### config.mk
export PLATFORM = sky130hd
export DESIGN_NAME = keypad_matrix_debounce
export DESIGN_NICKNAME = d
export VERILOG_FILES = /design/src/sv/kmd_pkg.sv /design/src/sv/kmd_state_mem.sv /design/src/sv/keypad_matrix_debounce.sv
export SDC_FILE = /design/constraint.sdc
export NUM_CORES = 1
export LEC_CHECK = 0
export BUFFER_PORTS_ARGS = -buffer_cell sky130_fd_sc_hd__buf_2
export CAP_MARGIN = 15
export CORE_MARGIN = 10
export CORE_UTILIZATION = 50
export DETAILED_ROUTE_END_ITERATION = 10
export PLACE_DENSITY = 0.67
export SYNTH_ARGS = -nofsm -noshare
export SYNTH_HDL_FRONTEND = slang
export SYNTH_SLANG_ARGS = --single-unit
### constraint.sdc
create_clock -name clk -period 8.7 [get_ports clk]
set_input_delay 0.435 -clock clk [delete_from_list [all_inputs] [get_ports clk]]
set_output_delay 0.435 -clock clk [all_outputs]
set_load 0.02 [all_outputs]
### src/sv/kmd_pkg.sv
// Shared types and constants for the keypad matrix debounce block.
package kmd_pkg;

  localparam int ROWS_DEF      = 4;
  localparam int COLUMNS_DEF   = 4;
  localparam int TIME_BITS_DEF = 32;

  localparam logic [15:0] DEBOUNCE_RESET = 16'd50;

  localparam int CFG_IDX_W  = 2;
  localparam int CFG_DATA_W = 64;

  // Keys that have a level bit and a keymap byte.
  localparam int MAPPED_KEYS = 16;

  typedef enum logic [CFG_IDX_W-1:0] {
    REG_DEBOUNCE    = 2'd0,
    REG_KEYMAP_LOW  = 2'd1,
    REG_KEYMAP_HIGH = 2'd2
  } reg_idx_t;

  typedef enum logic [1:0] {
    ST_IDLE,
    ST_SCAN,
    ST_DONE
  } state_t;

  typedef struct packed {
    logic [31:0] now_ms;
    logic [15:0] key_levels;
  } in_item_t;

  typedef struct packed {
    logic       key_valid;
    logic [3:0] key_number;
    logic [7:0] key_code;
  } out_item_t;

endpackage

### src/sv/kmd_state_mem.sv
// Per-key state memory with registered read and reset-cleared valid bits.
module kmd_state_mem #(
  parameter int DEPTH = 16,
  parameter int AW    = 4,
  parameter int DW    = 34
) (
  input  logic          clk,
  input  logic          rst,
  input  logic          wr_en,
  input  logic [AW-1:0] wr_addr,
  input  logic [DW-1:0] wr_data,
  input  logic          rd_en,
  input  logic [AW-1:0] rd_addr,
  output logic [DW-1:0] rd_data
);

  logic [DW-1:0] mem [DEPTH];
  logic [DEPTH-1:0] vld;
  logic [DW-1:0] rd_q;
  logic          rd_v;

  always_ff @(posedge clk) begin
    if (wr_en) begin
      mem[wr_addr] <= wr_data;
    end
    if (rd_en) begin
      rd_q <= mem[rd_addr];
    end
  end

  // Entry never written since reset reads as all zero.
  always_ff @(posedge clk) begin
    if (rst) begin
      vld  <= '0;
      rd_v <= 1'b0;
    end else begin
      if (wr_en) begin
        vld[wr_addr] <= 1'b1;
      end
      if (rd_en) begin
        rd_v <= vld[rd_addr];
      end
    end
  end

  assign rd_data = rd_v ? rd_q : '0;

endmodule

### src/sv/keypad_matrix_debounce.sv
// Keypad matrix scanner with per-key debounce: control, settle logic and registers.
//
// One input transfer is one scan pass. Keys are handled one per cycle in key
// index order by reading each key's stable level, last sample and change time
// from a single-port-read state memory, settling it, and writing it back. A
// pass ends at the last key or at the first confirmed press. The block takes
// the next scan only when idle, once its result is in the output register;
// the result waits while that register holds an item that is stalled.
// State reset is immediate through per-entry valid bits; there is no clearing
// pass. Configuration is accepted every cycle.
module keypad_matrix_debounce #(
  parameter int ROWS      = kmd_pkg::ROWS_DEF,
  parameter int COLUMNS   = kmd_pkg::COLUMNS_DEF,
  parameter int TIME_BITS = kmd_pkg::TIME_BITS_DEF
) (
  input  logic                             clk,
  input  logic                             rst,
  input  logic                             in_valid,
  output logic                             in_stall,
  input  kmd_pkg::in_item_t                in_data,
  output logic                             out_valid,
  input  logic                             out_stall,
  output kmd_pkg::out_item_t               out_data,
  input  logic                             cfg_valid,
  output logic                             cfg_ready,
  input  logic [kmd_pkg::CFG_IDX_W-1:0]    cfg_index,
  input  logic [kmd_pkg::CFG_DATA_W-1:0]   cfg_data
);

  import kmd_pkg::*;

  localparam int NKEYS = ROWS * COLUMNS;
  localparam int KW    = (NKEYS > 1) ? $clog2(NKEYS) : 1;
  localparam int CW    = $clog2(NKEYS + 1);
  localparam int DW    = TIME_BITS + 2;

  // configuration
  logic [15:0] debounce_ms;
  logic [63:0] keymap_low;
  logic [63:0] keymap_high;

  // control and pass registers
  state_t               state, state_next;
  logic [TIME_BITS-1:0] now_r;
  logic [15:0]          levels_r;
  logic [CW-1:0]        rd_cnt;
  logic                 ev_vld;
  logic [KW-1:0]        ev_key;
  out_item_t            res;

  // memory interface
  logic          rd_issue;
  logic          wr_en;
  logic [DW-1:0] rd_data;
  logic [DW-1:0] wr_data;

  // settle logic
  logic                 old_stable, old_prev;
  logic [TIME_BITS-1:0] old_time;
  logic [6:0]           key7;
  logic                 level;
  logic [TIME_BITS-1:0] new_time;
  logic [TIME_BITS-1:0] elapsed;
  logic [63:0]          now64, db64;
  logic                 settled;
  logic                 new_stable;
  logic                 press;
  logic [127:0]         keymap;
  logic [7:0]           code;

  logic in_xfer;
  logic finish;
  logic out_load;

  assign in_xfer   = in_valid && !in_stall;
  assign cfg_ready = 1'b1;

  kmd_state_mem #(
    .DEPTH (NKEYS),
    .AW    (KW),
    .DW    (DW)
  ) u_mem (
    .clk     (clk),
    .rst     (rst),
    .wr_en   (wr_en),
    .wr_addr (ev_key),
    .wr_data (wr_data),
    .rd_en   (rd_issue),
    .rd_addr (rd_cnt[KW-1:0]),
    .rd_data (rd_data)
  );

  always_comb begin
    {old_stable, old_prev, old_time} = rd_data;
    key7     = {{(7 - KW){1'b0}}, ev_key};
    level    = (key7 < 7'(MAPPED_KEYS)) ? levels_r[key7[3:0]] : 1'b0;
    // a changed sample restarts the key's timer
    new_time = (level != old_prev) ? now_r : old_time;
    elapsed  = now_r - new_time;
    db64     = {48'd0, debounce_ms};
    settled  = (elapsed > db64[TIME_BITS-1:0]) && (level != old_stable);
    new_stable = settled ? level : old_stable;
    press    = settled && level;
    wr_data  = {new_stable, level, new_time};
    keymap   = {keymap_high, keymap_low};
    code     = (key7 < 7'(MAPPED_KEYS)) ? keymap[key7[3:0]*8 +: 8] : 8'd0;
  end

  assign now64 = {32'd0, in_data.now_ms};

  // control outputs
  always_comb begin
    in_stall = 1'b1;
    rd_issue = 1'b0;
    wr_en    = 1'b0;
    finish   = 1'b0;
    out_load = 1'b0;
    unique case (state)
      ST_IDLE: begin
        in_stall = 1'b0;
      end
      ST_SCAN: begin
        rd_issue = (rd_cnt < CW'(NKEYS));
        wr_en    = ev_vld;
        finish   = ev_vld && (press || (ev_key == KW'(NKEYS - 1)));
      end
      ST_DONE: begin
        out_load = !out_valid || !out_stall;
      end
      default: begin
        in_stall = 1'b1;
      end
    endcase
  end

  // next state
  always_comb begin
    state_next = state;
    unique case (state)
      ST_IDLE: begin
        if (in_xfer) state_next = ST_SCAN;
      end
      ST_SCAN: begin
        if (finish) state_next = ST_DONE;
      end
      ST_DONE: begin
        if (out_load) state_next = ST_IDLE;
      end
      default: begin
        state_next = ST_IDLE;
      end
    endcase
  end

  always_ff @(posedge clk) begin
    if (rst) begin
      state       <= ST_IDLE;
      out_valid   <= 1'b0;
      rd_cnt      <= '0;
      ev_vld      <= 1'b0;
      debounce_ms <= DEBOUNCE_RESET;
      keymap_low  <= '0;
      keymap_high <= '0;
    end else begin
      state <= state_next;

      if (cfg_valid && cfg_ready) begin
        unique case (cfg_index)
          REG_DEBOUNCE:    debounce_ms <= cfg_data[15:0];
          REG_KEYMAP_LOW:  keymap_low  <= cfg_data;
          REG_KEYMAP_HIGH: keymap_high <= cfg_data;
          default: ;
        endcase
      end

      if (in_xfer) begin
        rd_cnt <= '0;
        ev_vld <= 1'b0;
      end else if (state == ST_SCAN) begin
        if (rd_issue) rd_cnt <= rd_cnt + CW'(1);
        ev_vld <= rd_issue;
      end

      if (out_load) begin
        out_valid <= 1'b1;
      end else if (!out_stall) begin
        out_valid <= 1'b0;
      end
    end
  end

  // payload registers
  always_ff @(posedge clk) begin
    if (in_xfer) begin
      now_r    <= now64[TIME_BITS-1:0];
      levels_r <= in_data.key_levels;
    end
    if (state == ST_SCAN) begin
      ev_key <= rd_cnt[KW-1:0];
    end
    if (finish) begin
      if (press) begin
        res.key_valid  <= 1'b1;
        res.key_number <= key7[3:0];
        res.key_code   <= code;
      end else begin
        res <= '0;
      end
    end
    if (out_load) begin
      out_data <= res;
    end
  end

endmodule
==> results.toml <==
[timing]
rsz0062_at_grt = "no"
slew_headroom_pct = 21.07
fin_skew_ps = 64.95
tightest_slew_ps = 1184
period_share_pct = 92.01
final-max-slew-violation-count = 0
hold_viol = 0
min_period_ps = 8005
setup_viol = 0
tns_ps = 0
fmax_mhz = 124.9

[worst_setup_path]
worst_setup_path_end_kind = "flop"
worst_path_largest_cell_delay_ps = 640
crit_path_start_kind = "flop"
crit_required_ps = 8940
path_class = "reg -> reg"
worstPathMaxFanout = 13
regToRegSetupSlack_ps = 690
cp_slowest_cell = "mux4_2"
crit_arrival_ps = 8240

[clock_network]
cts_buffer_depth = 3
postCtsResizedCells = 0
cts_buffers = 86
cts_root_buf = "clkbuf_16"
cts_hold_repair.buffers = 43
cts_setup_buffers = 0
cts_tree = "built"
clock_latency_ps = 670
cts_sinks = 826
htree_levels = 3
path_clk_slew_ps = 60

[grt]
grt_pass1_wl_um = 138900
grt_pass1_vias = 21530
antenna_found_initial = 4
grt_max_degree = 108
grt_use_total_pct = 22.49
overflow = 0

[route]
drt-total-wl_um = 92660
drt-initial-drc-count = 2413
highest_layer = "met4"
m1WireLength_um = 39300
ant_nets = 0
vias = 21790
drc = 0
route.met2.wl_um = 43060
wl_per_cell_um = 25.62
wl_met3_um = 7377
first_pass_iters = 5
viasPerCell = 6.025

[pwr]
pwr_density_cell_mw_per_mm2 = 306.7
peakVddDrop_mv = 0.2305
total_leakage_power_nw = 13.36

[floorplanning]
die_w_um = 285.5
die-area_mm2 = 0.08152
boundaryPins = 135
start_util_pct = 50.42
core_mm2 = 0.06991
die_h_um = 285.5
rows = 97

[finish]
layout.nets = 2758
stdcell_area_mm2 = 0.04044
syn2layout_area_growth_pct = 14.73
fillers = 5444
drive_gt1_share_pct = 22.52

[synthesis]
synth_top_area_share_pct = 55.89
synth_cells = 2422
synth-edff-count = 656
yosysWarnings = 0
synth_common_cells = "edfxtp_1 (656), nand2_1 (420), mux4_2 (216)"
netlist_area_mm2 = 0.03525
ys_seq_area_share_pct = 65.54
synth_flop_cell = "edfxtp_1"
ys_ff_latch = 826
async_flop_share_pct = 0
syn-num-nets = 2579
synth_area_leaders = "edfxtp_1 (56%), mux4_2 (14%), dfxtp_1 (9.7%), nand2_1 (4.5%), a21oi_1 (2.9%)"
synth_most_common_cell = "edfxtp_1"
synthDistinctLibCells = 92
synth_area_per_cell_um2 = 14.55
yosys.area.top_type = "edfxtp_1"

[worst_hold_path]
min_path_type = "in -> reg"

[status]
run_status = "complete, no violations"

[place]
port_buffers = 133
place_area_mm2 = 0.03710
dp_hpwl_um = 56230
gp_congestion = 0.9123

[job]
cap_viol_max_count = 0
[report_power, final]
| group | internal, mW | switching [mW] | leakage [nW] |
|---|---|---|---|
| clock network | 2.12 | 1.56 | 1.40 |
| registers | 4.88 | 0.208 | 7.39 |
| logic | 1.37 | 2.27 | 4.58 |
| total | 8.37 | 4.04 | 13.4 |
[path summary, 6_finish.rpt]
path,start,endpoint,depth (start not counted)
max,ev_key[1]$_DFFE_PN_,res[3]$_SDFFCE_PN0P_,28
min,in_data[30],now_r[14]$_DFFE_PP_,1
max reg2reg,ev_key[1]$_DFFE_PN_,res[3]$_SDFFCE_PN0P_,28
min reg2reg,res[3]$_SDFFCE_PN0P_,out_data[3]$_DFFE_PP_,0
[registers in the layout, indices dropped and copies added, names as in the netlist, 2 cells and up]
register     count
keymap_low      64
res             13
out_data        13
debounce_ms     16
keymap_high     64
rd_cnt           5
u_mem.mem      544
u_mem.rd_q      34
u_mem.vld       16
levels_r        16
ev_key           4
state            2
now_r           32
[routing by layer]
layer	global-route usage [%]	up-vias
met4	7.909	0
met5	0	-
met1	31.91	11120
met2	34.46	905
li1	-	9595
met3	4.408	169
[cell usage in the layout (no fill, tap or decap), types with 13 or more instances in the layout]
master,n
inv_1,55
nor2_4,16
xor2_1,16
o21a_1,24
a21o_1,16
edfxtp_1,656
mux4_2,216
dlygate4sd3_1,43
clkinv_1,15
a21oi_1,207
dfxtp_1,165
ha_1,38
clkbuf_16,89
o21ai_0,52
and2_1,13
clkbuf_1,21
nand3_1,14
nor3_1,21
nand4_1,15
nor2_1,95
xnor2_1,16
buf_2,132
clkinv_2,14
buf_4,63
nor2b_1,13
nand2_1,420
[kinds of logic (layout without fill, tap and decap cells)]
group | after synthesis | count (layout) | share of synthesized area, %
multiplexers | 237 | 237 | 14.43
AND/OR/NAND/NOR | 673 | 673 | 8.271
adder cells (fa/ha/maj) | 39 | 39 | 1.377
flip-flops | 826 | 826 | 65.54
buffers and inverters | 205 | 456 | 2.300
AO/OA/AOI/OAI | 409 | 409 | 7.277
XOR/XNOR | 32 | 32 | 0.7951
other | 1 | 4 | 0.01064
[stage by stage]
step	std cells	total power, mW	utilization, %	setup WS, ps	hold slack, ps
6_report	3616	12.40	57.85	694.7	26.93
5_1_grt	3616	13.00	57.85	92.19	5.500
4_1_cts	3610	12.41	57.80	341.1	2.957
3_5_place_dp	3407	8.722	53.07	385.9	411.0
3_3_place_gp	3407	8.664	53.07	788.1	407.5
2_1_floorplan	2422	7.617	-	787.1	400.3
[worst max-delay path, delay by kind of cell, from the launching register on]
kind	cells	cell delay, ps
buf+inv	1	50
simple gates	6	1530
xor+xnor	1	140
fa+ha+maj	3	600
mux	2	1020
compound gates	15	3620
flops	1	610
[final cells by class]
class	count	area [um2]	share of cell area, %
well taps	940	1176	2.908
clock inverters	45	509.2	1.259
flip-flops and latches	826	23110	57.15
diodes	3	7.507	0.01856
multi-input cells	1391	11480	28.38
repair buffers	239	1575	3.895
clock buffers	115	2366	5.851
inverters	57	214.0	0.5291
Note: power is estimated with default switching activity, not from simulation.
